<file path="config.mk">
export PLATFORM = sky130hd
export DESIGN_NAME = url_query_pair_decoder_flat
export DESIGN_NICKNAME = d
export VERILOG_FILES = /design/src/rtl/uqpd_pkg.sv /design/src/rtl/uqpd_in_if.sv /design/src/rtl/uqpd_out_if.sv /design/src/rtl/url_query_pair_decoder.sv /design/src/rtl/uqpd_front.sv /design/src/rtl/uqpd_fifo.sv /design/src/rtl/uqpd_back.sv /design/src/flat_wrapper.sv
export SDC_FILE = /design/constraint.sdc
export NUM_CORES = 1
export LEC_CHECK = 0
export BUFFER_PORTS_ARGS = -buffer_cell sky130_fd_sc_hd__buf_2
export CAP_MARGIN = 30
export CORE_MARGIN = 5
export CORE_UTILIZATION = 60
export CTS_CLUSTER_DIAMETER = 80
export DETAILED_ROUTE_END_ITERATION = 7
export PLACE_DENSITY_LB_ADDON = 0.25
export SLEW_MARGIN = 20
export SYNTH_ARGS = -nofsm -noshare
export SYNTH_HDL_FRONTEND = slang
export SYNTH_HIERARCHICAL = 1
export SYNTH_SLANG_ARGS = --single-unit
</file>
<file path="constraint.sdc">
create_clock -name i_clk -period 16.7 [get_ports i_clk]
set_input_delay 1.67 -clock i_clk [delete_from_list [all_inputs] [get_ports i_clk]]
set_output_delay 1.67 -clock i_clk [all_outputs]
set_load 0.01 [all_outputs]
</file>
<file path="src/rtl/uqpd_pkg.sv">
// shared types and constants for the url query pair decoder
// no dependencies; compiled first
package uqpd_pkg;

    // results one input byte can cause at most
    localparam int NUM_RES = 4;
    localparam int RES_CW  = $clog2(NUM_RES + 1);
    localparam int RES_IW  = $clog2(NUM_RES);

    // default depth of the queue between front and back
    localparam int QUEUE_DEPTH_DEF = 4;

    localparam logic [7:0] CH_PLUS  = 8'h2b;
    localparam logic [7:0] CH_SPACE = 8'h20;
    localparam logic [7:0] CH_PCT   = 8'h25;
    localparam logic [7:0] CH_EQ    = 8'h3d;
    localparam logic [7:0] CH_AMP   = 8'h26;

    typedef enum logic [2:0] {
        KIND_NAME    = 3'd0,
        KIND_VALUE   = 3'd1,
        KIND_KEPT    = 3'd2,
        KIND_DROPPED = 3'd3,
        KIND_END     = 3'd4
    } t_kind;

    // all results caused by one input byte
    typedef struct packed {
        logic [RES_CW-1:0]          cnt;
        t_kind [NUM_RES-1:0]        kind;
        logic  [NUM_RES-1:0][7:0]   data;
    } t_bundle;

endpackage

</file>
<file path="src/rtl/uqpd_in_if.sv">
// input channel: one raw query string byte per transaction
// no dependencies
interface uqpd_in_if;
    logic       valid;
    logic       ready;
    logic [7:0] char_in;
    logic       is_last;

    modport source (output valid, output char_in, output is_last, input ready);
    modport sink   (input valid, input char_in, input is_last, output ready);
endinterface

</file>
<file path="src/rtl/uqpd_out_if.sv">
// output channel: one decoded result per transaction
// no dependencies
interface uqpd_out_if;
    logic       valid;
    logic       ready;
    logic [2:0] kind;
    logic [7:0] data_byte;

    modport source (output valid, output kind, output data_byte, input ready);
    modport sink   (input valid, input kind, input data_byte, output ready);
endinterface

</file>
<file path="src/rtl/url_query_pair_decoder.sv">
// Streaming URL query string decoder. Raw bytes enter on i_char at up to one byte
// per cycle; the front part splits pairs at '&' and the first '=', decodes '+' and
// percent escapes and upper-cases name letters, and turns each byte into zero to four
// results (name byte, value byte, pair end kept or dropped, string end). These are
// held as one bundle in a queue of QUEUE_DEPTH entries, and the back part sends them
// on o_res one result per cycle while o_res.ready is high. Input is accepted every
// cycle while the queue has room, so the sustained byte rate is one per cycle until
// result traffic exceeds one per cycle, where the single output port sets the pace.
// From an empty queue, a result passes a queue entry and r_bun before o_res.
// depends on uqpd_pkg, uqpd_in_if, uqpd_out_if, uqpd_front, uqpd_fifo, uqpd_back
module url_query_pair_decoder #(
    parameter int QUEUE_DEPTH = uqpd_pkg::QUEUE_DEPTH_DEF
) (
    input  logic        i_clk,
    input  logic        i_rst_n,
    uqpd_in_if.sink     i_char,
    uqpd_out_if.source  o_res
);
    import uqpd_pkg::*;

    logic    push;
    logic    pop;
    logic    full;
    logic    empty;
    t_bundle push_data;
    t_bundle pop_data;

    uqpd_front u_front (
        .i_clk    (i_clk),
        .i_rst_n  (i_rst_n),
        .i_char   (i_char),
        .i_full   (full),
        .o_push   (push),
        .o_bundle (push_data)
    );

    uqpd_fifo #(
        .DEPTH (QUEUE_DEPTH)
    ) u_fifo (
        .i_clk   (i_clk),
        .i_rst_n (i_rst_n),
        .i_push  (push),
        .i_data  (push_data),
        .o_full  (full),
        .i_pop   (pop),
        .o_empty (empty),
        .o_data  (pop_data)
    );

    uqpd_back u_back (
        .i_clk    (i_clk),
        .i_rst_n  (i_rst_n),
        .i_empty  (empty),
        .i_bundle (pop_data),
        .o_pop    (pop),
        .o_res    (o_res)
    );

endmodule

</file>
<file path="src/rtl/uqpd_front.sv">
// front part: splits pairs, decodes escapes and builds the result bundle of each byte
// depends on uqpd_pkg and uqpd_in_if
module uqpd_front (
    input  logic              i_clk,
    input  logic              i_rst_n,
    uqpd_in_if.sink           i_char,
    input  logic              i_full,
    output logic              o_push,
    output uqpd_pkg::t_bundle o_bundle
);
    import uqpd_pkg::*;

    typedef enum logic [2:0] {
        PART_IDLE  = 3'b001,
        PART_NAME  = 3'b010,
        PART_VALUE = 3'b100
    } t_part;

    typedef enum logic [2:0] {
        ESC_NONE  = 3'b001,
        ESC_PCT   = 3'b010,
        ESC_DIGIT = 3'b100
    } t_esc;

    typedef struct packed {
        t_part      mode;
        t_esc       esc;
        logic [7:0] held;
        logic       trunc;
        t_bundle    res;
    } t_work;

    t_part      r_mode, n_mode;
    t_esc       r_esc, n_esc;
    logic [7:0] r_held, n_held;
    logic       r_trunc, n_trunc;
    t_work      w;
    logic       accept;

    function automatic logic f_hex_ok(input logic [7:0] c);
        return (c >= 8'h30 && c <= 8'h39) || (c >= 8'h61 && c <= 8'h66) ||
               (c >= 8'h41 && c <= 8'h46);
    endfunction

    function automatic logic [3:0] f_hex_val(input logic [7:0] c);
        logic [7:0] d;
        d = 8'h00;
        if (c >= 8'h30 && c <= 8'h39) begin
            d = c - 8'h30;
        end else if (c >= 8'h61 && c <= 8'h66) begin
            d = c - (8'h61 - 8'd10);
        end else if (c >= 8'h41 && c <= 8'h46) begin
            d = c - (8'h41 - 8'd10);
        end
        return d[3:0];
    endfunction

    function automatic t_work f_put(input t_work wi, input t_kind k, input logic [7:0] b);
        t_work r;
        r = wi;
        if (r.res.cnt < RES_CW'(NUM_RES)) begin
            r.res.kind[r.res.cnt[RES_IW-1:0]] = k;
            r.res.data[r.res.cnt[RES_IW-1:0]] = b;
            r.res.cnt = r.res.cnt + RES_CW'(1);
        end
        return r;
    endfunction

    function automatic t_work f_emit(input t_work wi, input logic [7:0] b);
        t_work      r;
        logic [7:0] u;
        r = wi;
        u = b;
        if (!r.trunc) begin
            if (b == 8'h00) begin
                r.trunc = 1'b1;
            end else if (r.mode == PART_NAME) begin
                if (b >= 8'h61 && b <= 8'h7a) begin
                    u = b - 8'd32;
                end
                r = f_put(r, KIND_NAME, u);
            end else begin
                r = f_put(r, KIND_VALUE, b);
            end
        end
        return r;
    endfunction

    function automatic t_work f_decode(input t_work wi, input logic [7:0] c);
        t_work r;
        logic  done;
        r = wi;
        done = 1'b0;
        if (r.esc == ESC_PCT) begin
            if (f_hex_ok(c)) begin
                r.held = c;
                r.esc = ESC_DIGIT;
                done = 1'b1;
            end else begin
                r.esc = ESC_NONE;
            end
        end else if (r.esc == ESC_DIGIT) begin
            if (f_hex_ok(c)) begin
                r = f_emit(r, {f_hex_val(r.held), f_hex_val(c)});
                r.esc = ESC_NONE;
                r.held = 8'h00;
                done = 1'b1;
            end else begin
                r.esc = ESC_NONE;
                r = f_emit(r, r.held);
                r.held = 8'h00;
            end
        end
        if (!done) begin
            if (c == CH_PLUS) begin
                r = f_emit(r, CH_SPACE);
            end else if (c == CH_PCT) begin
                r.esc = ESC_PCT;
            end else begin
                r = f_emit(r, c);
            end
        end
        return r;
    endfunction

    function automatic t_work f_close_part(input t_work wi);
        t_work r;
        r = wi;
        if (r.esc == ESC_DIGIT) begin
            r = f_emit(r, r.held);
        end
        r.esc = ESC_NONE;
        r.held = 8'h00;
        r.trunc = 1'b0;
        return r;
    endfunction

    function automatic t_work f_end_pair(input t_work wi);
        t_work r;
        r = wi;
        if (r.mode != PART_IDLE) begin
            r = f_close_part(r);
            r = f_put(r, (r.mode == PART_VALUE) ? KIND_KEPT : KIND_DROPPED, 8'h00);
            r.mode = PART_IDLE;
        end
        return r;
    endfunction

    always_comb begin
        w.mode  = r_mode;
        w.esc   = r_esc;
        w.held  = r_held;
        w.trunc = r_trunc;
        w.res   = '0;
        if (i_char.char_in == CH_AMP) begin
            w = f_end_pair(w);
        end else if (i_char.char_in == CH_EQ && w.mode != PART_VALUE) begin
            if (w.mode == PART_NAME) begin
                w = f_close_part(w);
            end
            w.mode = PART_VALUE;
        end else begin
            if (w.mode == PART_IDLE) begin
                w.mode = PART_NAME;
            end
            w = f_decode(w, i_char.char_in);
        end
        if (i_char.is_last) begin
            w = f_end_pair(w);
            w = f_put(w, KIND_END, 8'h00);
            w.mode  = PART_IDLE;
            w.esc   = ESC_NONE;
            w.held  = 8'h00;
            w.trunc = 1'b0;
        end
    end

    assign i_char.ready = !i_full;
    assign accept       = i_char.valid && !i_full;
    // bytes that cause no result leave nothing in the queue
    assign o_push       = accept && (w.res.cnt != '0);
    assign o_bundle     = w.res;

    always_comb begin
        n_mode  = r_mode;
        n_esc   = r_esc;
        n_held  = r_held;
        n_trunc = r_trunc;
        if (accept) begin
            n_mode  = w.mode;
            n_esc   = w.esc;
            n_held  = w.held;
            n_trunc = w.trunc;
        end
    end

    always_ff @(posedge i_clk) begin
        if (!i_rst_n) begin
            r_mode  <= PART_IDLE;
            r_esc   <= ESC_NONE;
            r_held  <= 8'h00;
            r_trunc <= 1'b0;
        end else begin
            r_mode  <= n_mode;
            r_esc   <= n_esc;
            r_held  <= n_held;
            r_trunc <= n_trunc;
        end
    end

endmodule

</file>
<file path="src/rtl/uqpd_fifo.sv">
// queue of result bundles between the front and back parts
// depends on uqpd_pkg
module uqpd_fifo #(
    parameter int DEPTH = uqpd_pkg::QUEUE_DEPTH_DEF
) (
    input  logic              i_clk,
    input  logic              i_rst_n,
    input  logic              i_push,
    input  uqpd_pkg::t_bundle i_data,
    output logic              o_full,
    input  logic              i_pop,
    output logic              o_empty,
    output uqpd_pkg::t_bundle o_data
);
    import uqpd_pkg::*;

    localparam int PW = (DEPTH > 1) ? $clog2(DEPTH) : 1;
    localparam int CW = $clog2(DEPTH + 1);

    t_bundle         r_mem [DEPTH];
    logic [PW-1:0]   r_wptr, n_wptr;
    logic [PW-1:0]   r_rptr, n_rptr;
    logic [CW-1:0]   r_count, n_count;
    logic            do_push;
    logic            do_pop;

    assign o_full  = (r_count == CW'(DEPTH));
    assign o_empty = (r_count == '0);
    assign o_data  = r_mem[r_rptr];
    assign do_push = i_push && !o_full;
    assign do_pop  = i_pop && !o_empty;

    always_comb begin
        n_wptr  = r_wptr;
        n_rptr  = r_rptr;
        n_count = r_count;
        if (do_push) begin
            n_wptr = (r_wptr == PW'(DEPTH - 1)) ? '0 : r_wptr + PW'(1);
        end
        if (do_pop) begin
            n_rptr = (r_rptr == PW'(DEPTH - 1)) ? '0 : r_rptr + PW'(1);
        end
        if (do_push && !do_pop) begin
            n_count = r_count + CW'(1);
        end else if (do_pop && !do_push) begin
            n_count = r_count - CW'(1);
        end
    end

    always_ff @(posedge i_clk) begin
        if (do_push) begin
            r_mem[r_wptr] <= i_data;
        end
    end

    always_ff @(posedge i_clk) begin
        if (!i_rst_n) begin
            r_wptr  <= '0;
            r_rptr  <= '0;
            r_count <= '0;
        end else begin
            r_wptr  <= n_wptr;
            r_rptr  <= n_rptr;
            r_count <= n_count;
        end
    end

endmodule

</file>
<file path="src/rtl/uqpd_back.sv">
// back part: sends the results of one bundle at a time, one per transaction
// depends on uqpd_pkg and uqpd_out_if
module uqpd_back (
    input  logic              i_clk,
    input  logic              i_rst_n,
    input  logic              i_empty,
    input  uqpd_pkg::t_bundle i_bundle,
    output logic              o_pop,
    uqpd_out_if.source        o_res
);
    import uqpd_pkg::*;

    t_bundle           r_bun, n_bun;
    logic [RES_IW-1:0] r_idx, n_idx;
    logic              r_busy, n_busy;
    logic              take;
    logic              last;

    assign take  = r_busy && o_res.ready;
    assign last  = ({1'b0, r_idx} + RES_CW'(1)) == r_bun.cnt;
    // reload straight after the last result of a bundle goes out
    assign o_pop = !i_empty && (!r_busy || (take && last));

    assign o_res.valid     = r_busy;
    assign o_res.kind      = r_bun.kind[r_idx];
    assign o_res.data_byte = r_bun.data[r_idx];

    always_comb begin
        n_bun  = r_bun;
        n_idx  = r_idx;
        n_busy = r_busy;
        if (o_pop) begin
            n_bun  = i_bundle;
            n_idx  = '0;
            n_busy = 1'b1;
        end else if (take) begin
            if (last) begin
                n_busy = 1'b0;
            end else begin
                n_idx = r_idx + RES_IW'(1);
            end
        end
    end

    always_ff @(posedge i_clk) begin
        r_bun <= n_bun;
    end

    always_ff @(posedge i_clk) begin
        if (!i_rst_n) begin
            r_idx  <= '0;
            r_busy <= 1'b0;
        end else begin
            r_idx  <= n_idx;
            r_busy <= n_busy;
        end
    end

endmodule

</file>
<file path="src/flat_wrapper.sv">
// flat-port wrapper written by rule: the top's interface ports become plain ports
module url_query_pair_decoder_flat import uqpd_pkg::*;
#(
    parameter int QUEUE_DEPTH = uqpd_pkg::QUEUE_DEPTH_DEF
)
  (i_clk, i_rst_n, i_char_valid, i_char_char_in, i_char_is_last, i_char_ready, o_res_valid, o_res_kind, o_res_data_byte, o_res_ready);
  uqpd_in_if i_char_i ();
  uqpd_out_if o_res_i ();
  input  logic i_clk;
  input  logic i_rst_n;
  input wire logic [$bits(i_char_i.valid)-1:0] i_char_valid;
  input wire logic [$bits(i_char_i.char_in)-1:0] i_char_char_in;
  input wire logic [$bits(i_char_i.is_last)-1:0] i_char_is_last;
  output wire logic [$bits(i_char_i.ready)-1:0] i_char_ready;
  output wire logic [$bits(o_res_i.valid)-1:0] o_res_valid;
  output wire logic [$bits(o_res_i.kind)-1:0] o_res_kind;
  output wire logic [$bits(o_res_i.data_byte)-1:0] o_res_data_byte;
  input wire logic [$bits(o_res_i.ready)-1:0] o_res_ready;
  assign i_char_i.valid = i_char_valid;
  assign i_char_i.char_in = i_char_char_in;
  assign i_char_i.is_last = i_char_is_last;
  assign i_char_ready = i_char_i.ready;
  assign o_res_valid = o_res_i.valid;
  assign o_res_kind = o_res_i.kind;
  assign o_res_data_byte = o_res_i.data_byte;
  assign o_res_i.ready = o_res_ready;
  url_query_pair_decoder #(.QUEUE_DEPTH(QUEUE_DEPTH)) u_core (.i_clk(i_clk), .i_rst_n(i_rst_n), .i_char(i_char_i), .o_res(o_res_i));
endmodule
</file>
==> results of run 1 <==
metrics by stage:
stage	cells	util (%)	hold slack, ns	instance area [um2]
CTS	1248	64.2	0.507	14000
global placement	1201	60.4	0.488	13100
finish	1252	64.4	0.505	14000
global route	1252	64.4	0.526	14000
detailed placement	1201	60.4	0.497	13100
floorplan	984	-	0.468	13200
cells by family (layout without fill, tap and decap cells):
kind of cell / count (synthesis) / after routing / share of synthesized area (%)
adder cells (fa/ha/maj): 39 / 39 / 3.75
XOR/XNOR: 7 / 7 / 0.521
flip-flops: 262 / 262 / 57.5
multiplexers: 66 / 66 / 10.5
AO/OA/AOI/OAI: 203 / 203 / 11.0
buffers and inverters: 133 / 121 / 5.92
AND/OR/NAND/NOR: 274 / 274 / 10.7
worst max-delay path: cells and delay by family:
kind,cells,cell delay (ns)
adder cells (fa/ha/maj),7,1.93
AND/OR/NAND/NOR,7,1.90
multiplexers,1,0.13
XOR/XNOR,1,0.16
AO/OA/AOI/OAI,11,2.23
buffers and inverters,7,0.71
cell usage in the layout, fill, tap and decap left out, types with 11 or more instances in the layout:
master       n
edfxtp_1   235
nand2_1     72
nor2_1      62
mux4_2      57
a21oi_1     45
ha_1        38
o21ai_0     37
inv_1       35
clkbuf_16   27
buf_2       25
dfxtp_1     25
nor3_1      20
nor2b_1     19
nand3_1     18
a22oi_1     14
buf_4       11
and3_1      11
a31oi_1     11
state kept, by name, indices dropped and copies added, names as in the netlist, 2 cells and up, named ones only:
name,cells
u_core/u_fifo/r_count,3
u_core/u_fifo/r_wptr,2
u_core/u_fifo/r_mem,188
u_core/u_front/r_esc,3
u_core/u_back/r_idx,2
u_core/u_front/r_mode,3
u_core/u_front/r_held,8
u_core/u_back/r_bun,47
u_core/u_fifo/r_rptr,2
layer usage:
layer	wire length, um	share of wire [%]	track usage [%]	up-vias
met1	13000	43	35.5	4074
met4	964	3.2	7.31	0
met5	0	0	0	-
met2	14100	47	39.3	365
li1	-	-	-	3699
met3	2010	6.7	2.85	71
where the power goes:
group | leakage [uW] | total (uW) | internal, uW | switching [uW]
logic | 0.00187 | 341 | 146 | 195
registers | 0.00242 | 937 | 891 | 45.2
clock network | 0.000409 | 557 | 325 | 232
worst paths after layout:
path	end	start	slack (ns)	cells past startpoint
setup / recovery	u_core/u_fifo/r_count[2]$_SDFFE_PN0P_	i_char_char_in[1]	8.37	34
hold / removal	u_core/u_fifo/r_wptr[1]$_SDFFE_PN0P_	u_core/u_fifo/r_wptr[1]$_SDFFE_PN0P_	0.51	2
setup reg to reg	u_core/u_fifo/r_count[2]$_SDFFE_PN0P_	u_core/u_front/r_held[1]$_SDFFE_PN0P_	9.17	33
hold reg to reg	u_core/u_fifo/r_wptr[1]$_SDFFE_PN0P_	u_core/u_fifo/r_wptr[1]$_SDFFE_PN0P_	0.51	2
layout make-up:
cell class                 count  share of cell area [%]
clock buffer                  30                    4.90
clock inverter                17                   0.992
inverter                      35                   0.938
multi-input combinational    589                    34.6
sequential                   262                    54.3
tap                          280                    2.50
timing repair buffer          39                    1.77
==> results.py, run 1 <==
metrics = {
    "logic_synthesis": {
        "yosys_warnings": 6,
        "synthTopCellsByCount": "edfxtp_1 (235), nand2_1 (72), nor2_1 (62)",
        "ys.flop_type": "edfxtp_1",
        "synth_cells": 984,
        "async_reset_ff_share_pct": 0,
        "yosys.cell_types.count": 89,
        "synth_edf_count": 235,
        "synth.avg_cell_area_um2": 13.4,
        "synth-seq-area-share_pct": 57.5,
        "ys_ff_latch": 262,
        "synth_area_leaders": "edfxtp_1 (53%), mux4_2 (9.7%), dfxtp_1 (4.1%)",
        "yosysTopAreaCellShare_pct": 53.4,
        "yosysMostFrequentCell": "edfxtp_1",
        "syn-num-nets": 1036,
        "syn-cell-area_um2": 13200,
        "netlist.top_cell.by_area": "edfxtp_1",
    },
    "placement": {
        "dpl_worst_slack_ns": 7.86,
        "dp.final_hpwl_um": 20000,
        "routabilityCongestion": 1.03,
        "io_buffers": 25,
    },
    "final_layout": {
        "drive_gt1_share_pct": 17.6,
        "area_growth_pct": 6.02,
        "fin_nets": 1005,
        "final-seq-area_um2": 7600,
        "multi_input_area_um2": 4850,
        "antenna_cells": 0,
        "fillCellCount": 1606,
    },
    "cts": {
        "cts.sinks": 262,
        "hold_buffers": 0,
        "cts_setup_buffers": 0,
        "htreeDepth": 1,
        "cts_tree": "done",
        "numCtsBuffers": 26,
        "worstSkewPairLatency_ns": 0.51,
        "cts_buffer_depth": 3,
        "cts_resized": 0,
        "cts_root_buf": "clkbuf_16",
        "clkTransAtPathRegs_ns": 0.06,
    },
    "worst_setup_path": {
        "crit_required_ns": 17.13,
        "cp-end-kind": "flop",
        "critical_path_arrival_ns": 8.76,
        "critPathMaxStageDelay_ns": 0.55,
        "slowest_stage": "or4b_4",
        "critPathKind": "in -> reg",
        "crit_fanout": 12,
        "startpoint_type": "primary input",
    },
    "grt": {
        "grt_pass1_wl_um": 46900,
        "grt_util_all_layers_pct": 24.4,
        "first_global_vias": 8068,
        "grt_overflow": 0,
        "antenna_found_initial": 0,
        "grt_max_degree": 51,
    },
    "status": {
        "status": "finished, final reports clean",
    },
    "power_and_ir_drop": {
        "ir_worst_vdd_v": 0.000106,
        "power_density_nw_per_um2": 131,
        "leakagePower_uw": 0.00471,
        "p_total_uw": 1830,
    },
    "detailed_routing": {
        "drc_errors": 0,
        "first_pass_iters": 6,
        "wirelength_um": 30000,
        "vias": 8209,
        "dr.first_iter.drc_count": 928,
        "via_per_inst": 6.56,
        "wl_per_cell_um": 24.0,
        "ant_nets": 0,
    },
    "floorplan": {
        "die_h_um": 158,
        "die_area_um2": 25100,
        "num_rows": 54,
        "core_area_um2": 21800,
        "start_util_pct": 60.7,
        "io-pin-count": 26,
        "die_x_um": 158,
    },
    "timing": {
        "relSlewSlack_pct": 26.9,
        "hold_viol_final": 0,
        "fin_setup_tns_ns": 0,
        "min_period_ns": 8.33,
        "worst_slew_pin_slew_ns": 1.07,
        "setup_viol": 0,
        "finalMaxSlewViolations": 0,
        "skew_ns": 0.00988,
        "post-route-period-util_pct": 49.9,
        "rsz0062_at_grt": "no",
        "fin_ws_ns": 8.37,
        "max_freq_mhz": 120,
    },
    "min_path": {
        "hold_class": "reg -> reg",
    },
    "job": {
        "drv_cap": 0,
    },
}
Note: power is estimated with default switching activity, not from simulation.
==> run 2: changes to the inputs <==
--- a/config.mk
+++ b/config.mk
@@ -5,10 +5,11 @@
 export SDC_FILE = /design/constraint.sdc
 export NUM_CORES = 1
 export LEC_CHECK = 0
+export ABC_AREA = 1
 export BUFFER_PORTS_ARGS = -buffer_cell sky130_fd_sc_hd__buf_2
 export CAP_MARGIN = 30
 export CORE_MARGIN = 5
-export CORE_UTILIZATION = 60
+export CORE_UTILIZATION = 57
 export CTS_CLUSTER_DIAMETER = 80
 export DETAILED_ROUTE_END_ITERATION = 7
 export PLACE_DENSITY_LB_ADDON = 0.25
==> constraint.sdc (replaced) <==
create_clock -name i_clk -period 7.4 [get_ports i_clk]
set_input_delay 0.74 -clock i_clk [delete_from_list [all_inputs] [get_ports i_clk]]
set_output_delay 0.74 -clock i_clk [all_outputs]
set_load 0.01 [all_outputs]
==> run 2 against run 1 <==
Hold slack lost 0.018 ns. Highest routed layer unchanged. Combinational power grew to 4.1 times the previous value. Non-clock buffer count is the same. Area after synthesis grew 7.9%.
==> results.py, run 2 <==
metrics = {
    "worst_setup_path": {
        "critical_path_arrival_ns": 6.98,
        "crit_fanout": 10,
        "cp_common_cell": "nand2_1",
        "crit_required_ns": 7.83,
        "critPathMaxStageDelay_ns": 0.46,
        "slowest_stage": "dfxtp_1",
        "startpoint_type": "flop",
        "critPathKind": "reg -> reg",
        "cpLargestDelayFamily": "simple AND/OR/NAND/NOR gates",
        "reg2reg_slack_ns": 0.84,
        "cp_num_buf_inv": 6,
        "cp-end-kind": "flop",
    },
    "logic_synthesis": {
        "synthAdderAreaFrac_pct": 3.47,
        "syn-num-nets": 1499,
        "synthTopCellsByCount": "edfxtp_1 (235), nand2_1 (206), nor2_1 (193)",
        "synthSimpleGateAreaFrac_pct": 19.5,
        "synth_compound_area_share_pct": 14.8,
        "syn-cell-area_um2": 14300,
        "netlist.top_cell.by_area": "edfxtp_1",
        "synth.avg_cell_area_um2": 9.85,
        "synth.mux.area_fraction_pct": 0,
        "synth_edf_count": 235,
        "yosysTopAreaCellShare_pct": 49.5,
        "synth_xor_area_share_pct": 0.184,
        "async_reset_ff_share_pct": 0,
        "yosys.cell_types.count": 61,
        "ys_ff_latch": 262,
        "ys.flop_type": "edfxtp_1",
        "yosysMostFrequentCell": "edfxtp_1",
        "synth-seq-area-share_pct": 53.3,
        "synth_area_leaders": "edfxtp_1 (49%), nand2_1 (5.4%), o21ai_0 (5.4%)",
        "synth_cells": 1447,
        "synth_top_family_by_area": "simple AND/OR/NAND/NOR gates",
        "yosys_warnings": 6,
    },
    "timing": {
        "post-route-period-util_pct": 88.6,
        "min_period_ns": 6.56,
        "holdWs_ns": 0.487,
        "finalMaxSlewViolations": 0,
        "fin_setup_tns_ns": 0,
        "worst_slew_pin_slew_ns": 0.906,
        "skew_ns": 0.0134,
        "hold_viol_final": 0,
        "rsz0062_at_grt": "no",
        "fin_ws_ns": 0.845,
        "relSlewSlack_pct": 39.5,
        "max_freq_mhz": 153,
        "setup_viol": 0,
    },
    "final_layout": {
        "fillCellCount": 1997,
        "layout.cells.most_common": "edfxtp_1",
        "drive_gt1_share_pct": 16.0,
        "reg_top3": "u_core/u_fifo/r_mem x188, u_core/u_back/r_bun x47, u_core/u_front/r_held x8",
        "largest_reg_flops": 188,
        "largest_register": "u_core/u_fifo/r_mem",
        "antenna_cells": 0,
        "area_growth_pct": 6.36,
        "layout_common_cells": "edfxtp_1 (235), nand2_1 (206), nor2_1 (189)",
        "fin_nets": 1466,
    },
    "floorplan": {
        "num_rows": 57,
        "io-pin-count": 26,
        "core_area_um2": 24500,
        "die_h_um": 168,
        "die_area_um2": 28300,
        "die_x_um": 168,
        "start_util_pct": 58.3,
    },
    "placement": {
        "dpl_worst_slack_ns": 0.660,
        "dp.final_hpwl_um": 22800,
        "routabilityCongestion": 1.01,
        "io_buffers": 25,
    },
    "detailed_routing": {
        "wirelength_um": 33800,
        "first_pass_iters": 5,
        "vias": 10364,
        "wl_per_cell_um": 19.2,
        "ant_nets": 0,
        "dr.first_iter.drc_count": 1211,
        "drc_errors": 0,
        "via_per_inst": 5.89,
    },
    "cts": {
        "worstSkewPairLatency_ns": 0.54,
        "clkTransAtPathRegs_ns": 0.06,
        "htreeDepth": 1,
        "cts.sinks": 262,
        "cts_tree": "done",
        "cts_resized": 0,
        "hold_buffers": 0,
        "numCtsBuffers": 29,
        "cts_root_buf": "clkbuf_16",
        "cts_buffer_depth": 3,
        "cts_setup_buffers": 0,
    },
    "grt": {
        "grt_util_all_layers_pct": 23.8,
        "grt_overflow": 0,
        "grt_pass1_wl_um": 54400,
        "antenna_found_initial": 0,
        "first_global_vias": 9983,
        "grt_max_degree": 69,
    },
    "min_path": {
        "hold_class": "reg -> reg",
    },
    "job": {
        "drv_cap": 0,
    },
    "status": {
        "status": "finished, final reports clean",
    },
    "power_and_ir_drop": {
        "leakagePower_uw": 0.00579,
        "ir_worst_vdd_v": 0.000262,
        "power_density_nw_per_um2": 319,
    },
}
-- run 2: worst reg2reg max path: cells and delay by family (launching register included) --
family          cells  cell delay [ns]
simple gates       21             2.13
fa+ha+maj           7             2.07
compound gates      5             0.98
buf+inv             6             0.78
flops               1             0.46
-- run 2: worst paths after layout --
| kind | cells after the start | end | start |
|---|---|---|---|
| setup reg to reg | 39 | u_core/u_fifo/r_count[1]$_SDFFE_PN0P_ | u_core/u_front/r_held[0]$_SDFFE_PN0P_ |
| hold / removal | 2 | u_core/u_front/r_mode[1]$_SDFFE_PN0P_ | u_core/u_front/r_mode[1]$_SDFFE_PN0P_ |
| setup / recovery | 39 | u_core/u_fifo/r_count[1]$_SDFFE_PN0P_ | u_core/u_front/r_held[0]$_SDFFE_PN0P_ |
| hold reg to reg | 2 | u_core/u_front/r_mode[1]$_SDFFE_PN0P_ | u_core/u_front/r_mode[1]$_SDFFE_PN0P_ |
-- run 2: cells by family (layout without fill, tap and decap cells) --
| group | Yosys count | after routing |
|---|---|---|
| buf+inv | 240 | 229 |
| compound gates | 339 | 339 |
| flops | 262 | 262 |
| xor+xnor | 3 | 3 |
| fa+ha+maj | 39 | 39 |
| simple gates | 564 | 564 |
-- run 2: final cells by class --
cell class / count / area (um2) / area share, %
well taps: 324 / 405 / 2.67
flip-flops and latches: 262 / 7600 / 50.1
clock inverters: 20 / 138 / 0.908
repair buffers: 39 / 313 / 2.06
inverters: 137 / 519 / 3.42
multi-input cells: 945 / 5450 / 35.9
clock buffers: 33 / 741 / 4.88
-- run 2: metrics by stage --
| step | area (um2) | std cells | total power [uW] | util [%] |
|---|---|---|---|---|
| finish | 15200 | 1760 | 4830 | 62.0 |
| global route | 15200 | 1760 | 5100 | 62.0 |
| CTS | 15200 | 1760 | 4870 | 62.0 |
| detailed placement | 14300 | 1707 | 3560 | 58.4 |
| global placement | 14200 | 1705 | 3490 | 58.2 |
| floorplan | 14300 | 1447 | 3190 | - |
-- run 2: layer usage --
layer | routed length (um) | part of all wire [%] | GRT usage [%] | vias up
li1 | - | - | - | 4925
met3 | 2120 | 6.3 | 2.63 | 76
met5 | 0 | 0 | 0 | -
met2 | 16300 | 48 | 39.5 | 432
met1 | 14500 | 43 | 33.4 | 4931
met4 | 981 | 2.9 | 7.16 | 0
-- run 2: report_power, final --
group          leakage (uW)  internal [uW]  switching, uW
Sequential          0.00245           2020            105
Clock              0.000437            727            573
Combinational       0.00290            447            957
Total               0.00579           3200           1630
==> run 3: changes to the inputs <==
--- a/config.mk
+++ b/config.mk
@@ -5,7 +5,6 @@
 export SDC_FILE = /design/constraint.sdc
 export NUM_CORES = 1
 export LEC_CHECK = 0
-export ABC_AREA = 1
 export BUFFER_PORTS_ARGS = -buffer_cell sky130_fd_sc_hd__buf_2
 export CAP_MARGIN = 30
 export CORE_MARGIN = 5
==> run 3 against run 2 <==
First-iteration DRC count is 33% lower. Global-route usage is 0.30 points lower. Final cell count is 27% lower. Critical path depth is 5 lower. Largest power group unchanged. Worst setup slack worse by 0.17 ns. Via count is 20% lower. Clock skew is 0.0063 ns lower. Sequential share of layout area is 3.4 points higher. Clock power is 5% lower. Routed wire length is 9.4% lower. Critical path type is now in -> reg.
==> results.py, run 3 (same netlist as run 1, synthesis figures left out) <==
metrics = {
    "job": {
        "drv_cap": 0,
    },
    "grt": {
        "antenna_found_initial": 0,
        "grt_pass1_wl_um": 48100,
        "grt_overflow": 0,
        "grt_max_degree": 50,
        "first_global_vias": 8183,
        "grt_util_all_layers_pct": 23.5,
    },
    "cts": {
        "worstSkewPairLatency_ns": 0.50,
        "hold_buffers": 0,
        "cts_tree": "done",
        "cts_setup_buffers": 0,
        "cts_buffer_depth": 3,
        "cts.sinks": 262,
        "htreeDepth": 1,
        "numCtsBuffers": 25,
        "clkTransAtPathRegs_ns": 0.06,
        "cts_resized": 0,
        "cts_root_buf": "clkbuf_16",
    },
    "timing": {
        "worst_slew_pin_slew_ns": 0.976,
        "rsz0062_at_grt": "no",
        "setup_viol": 0,
        "fin_setup_tns_ns": 0,
        "skew_ns": 0.00714,
        "holdWs_ns": 0.503,
        "max_freq_mhz": 149,
        "hold_viol_final": 0,
        "post-route-period-util_pct": 90.8,
        "finalMaxSlewViolations": 0,
        "relSlewSlack_pct": 34.8,
        "min_period_ns": 6.72,
    },
    "floorplan": {
        "die_area_um2": 26300,
        "core_area_um2": 22700,
        "num_rows": 55,
        "die_h_um": 162,
        "die_x_um": 162,
        "io-pin-count": 26,
        "start_util_pct": 58.2,
    },
    "detailed_routing": {
        "drc_errors": 0,
        "ant_nets": 0,
        "first_pass_iters": 5,
        "via_per_inst": 6.49,
        "dr.first_iter.drc_count": 814,
        "wirelength_um": 30600,
        "wl_per_cell_um": 24.0,
        "vias": 8288,
    },
    "worst_setup_path": {
        "critical_path_arrival_ns": 7.15,
        "reg2reg_slack_ns": 0.77,
        "cp-end-kind": "flop",
        "crit_path_end": "u_core/u_fifo/r_count[2]$_SDFFE_PN0P_",
        "crit_fanout": 11,
        "regToRegStartpoint": "u_core/u_front/r_held[5]$_SDFFE_PN0P_",
        "slowest_stage": "or4b_4",
        "critPathKind": "in -> reg",
        "critPathMaxStageDelay_ns": 0.55,
        "startpoint": "i_char_char_in[1]",
        "rr_worst_depth": 32,
        "startpoint_type": "primary input",
        "crit_required_ns": 7.83,
        "r2r-end": "u_core/u_fifo/r_count[2]$_SDFFE_PN0P_",
    },
    "min_path": {
        "hold_class": "reg -> reg",
        "whs_path_depth": 2,
    },
    "final_layout": {
        "area_growth_pct": 7.46,
        "drive_gt1_share_pct": 18.8,
        "fillCellCount": 1712,
        "reg_top3": "u_core/u_fifo/r_mem x188, u_core/u_back/r_bun x47, u_core/u_front/r_held x8",
        "layout_common_cells": "edfxtp_1 (235), nand2_1 (72), nor2_1 (62)",
        "antenna_cells": 0,
        "layout.cells.most_common": "edfxtp_1",
        "largest_register": "u_core/u_fifo/r_mem",
        "fin_nets": 1027,
        "largest_reg_flops": 188,
    },
    "power_and_ir_drop": {
        "leakagePower_uw": 0.00480,
        "power_density_nw_per_um2": 290,
        "p_comb_share_pct": 19.1,
        "p_int_uw": 3080,
        "power_switching_uw": 1040,
        "clockPowerShare_pct": 29.9,
        "seq_power_share_pct": 51.0,
        "ir_worst_vdd_v": 0.000200,
        "swShare_pct": 25.3,
    },
    "placement": {
        "routabilityCongestion": 0.971,
        "dp.final_hpwl_um": 21400,
        "io_buffers": 25,
    },
    "status": {
        "status": "finished, final reports clean",
    },
}
run 3: cell types whose count changed in the layout (fill, tap and decap cells not counted), moves of 25 or more:
cell	change
o22ai_1	-30
nor2_4	-37
nand3_1	-41
inv_1	-74
mux4_2	+57
o21ai_1	-25
nor2_1	-127
o21ai_0	-116
nand2_1	-134
o22ai_2	-27
run 3: critical path, delay by kind of cell:
kind | cells | cell delay (ns)
xor+xnor | 1 | 0.16
mux | 1 | 0.13
simple gates | 9 | 1.96
compound gates | 9 | 1.61
buf+inv | 7 | 0.69
fa+ha+maj | 7 | 1.87
run 3: cell type report:
class | instances | area, um2 | share of cell area (%)
Multi-Input combinational cell | 589 | 4850 | 34.2
Clock buffer | 30 | 644 | 4.54
Clock inverter | 15 | 154 | 1.08
Inverter | 35 | 131 | 0.925
Tap cell | 285 | 357 | 2.51
Timing Repair Buffer | 62 | 459 | 3.23
Sequential cell | 262 | 7600 | 53.5
run 3: how the worst min path moves through the flow:
stage | to | start | slack (ns)
2_1_floorplan | u_core/u_fifo/r_wptr[1]$_SDFFE_PN0P_ | u_core/u_fifo/r_wptr[1]$_SDFFE_PN0P_ | 0.47
3_3_place_gp | u_core/u_fifo/r_wptr[1]$_SDFFE_PN0P_ | u_core/u_fifo/r_wptr[1]$_SDFFE_PN0P_ | 0.49
3_5_place_dp | u_core/u_fifo/r_wptr[1]$_SDFFE_PN0P_ | u_core/u_fifo/r_wptr[1]$_SDFFE_PN0P_ | 0.50
4_1_cts | u_core/u_fifo/r_wptr[1]$_SDFFE_PN0P_ | u_core/u_fifo/r_wptr[1]$_SDFFE_PN0P_ | 0.51
5_1_grt | u_core/u_fifo/r_wptr[1]$_SDFFE_PN0P_ | u_core/u_fifo/r_wptr[1]$_SDFFE_PN0P_ | 0.54
6_report | u_core/u_fifo/r_wptr[1]$_SDFFE_PN0P_ | u_core/u_fifo/r_wptr[1]$_SDFFE_PN0P_ | 0.50
run 3: per-layer routing:
layer | part of all wire (%) | vias to the layer above | track usage, % | routed length, um
met2 | 46 | 338 | 37.0 | 14200
met1 | 45 | 4151 | 35.1 | 13800
met5 | 0 | - | 0 | 0
met4 | 2.6 | 0 | 6.69 | 799
met3 | 6.2 | 62 | 2.79 | 1890
li1 | - | 3737 | - | -
run 3: metrics by stage:
step | instance area [um2] | std cells | total power, uW | utilization [%] | setup slack, ns
6_report | 14200 | 1278 | 4120 | 62.5 | 0.678
5_1_grt | 14200 | 1278 | 4310 | 62.5 | 0.212
4_1_cts | 14200 | 1277 | 4160 | 62.5 | 0.763
3_5_place_dp | 13400 | 1232 | 2930 | 59.0 | 0.292
3_3_place_gp | 13400 | 1231 | 2900 | 59.0 | 0.435
2_1_floorplan | 13200 | 984 | 2690 | - | 0.147
run 3: power by group through the flow:
stage	clock network, uW	logic [uW]	registers, uW
after floorplan	0	587	2100
after global placement	0	784	2120
after detailed placement	0	796	2140
after CTS	1250	801	2110
after global routing	1320	857	2130
final	1230	786	2100
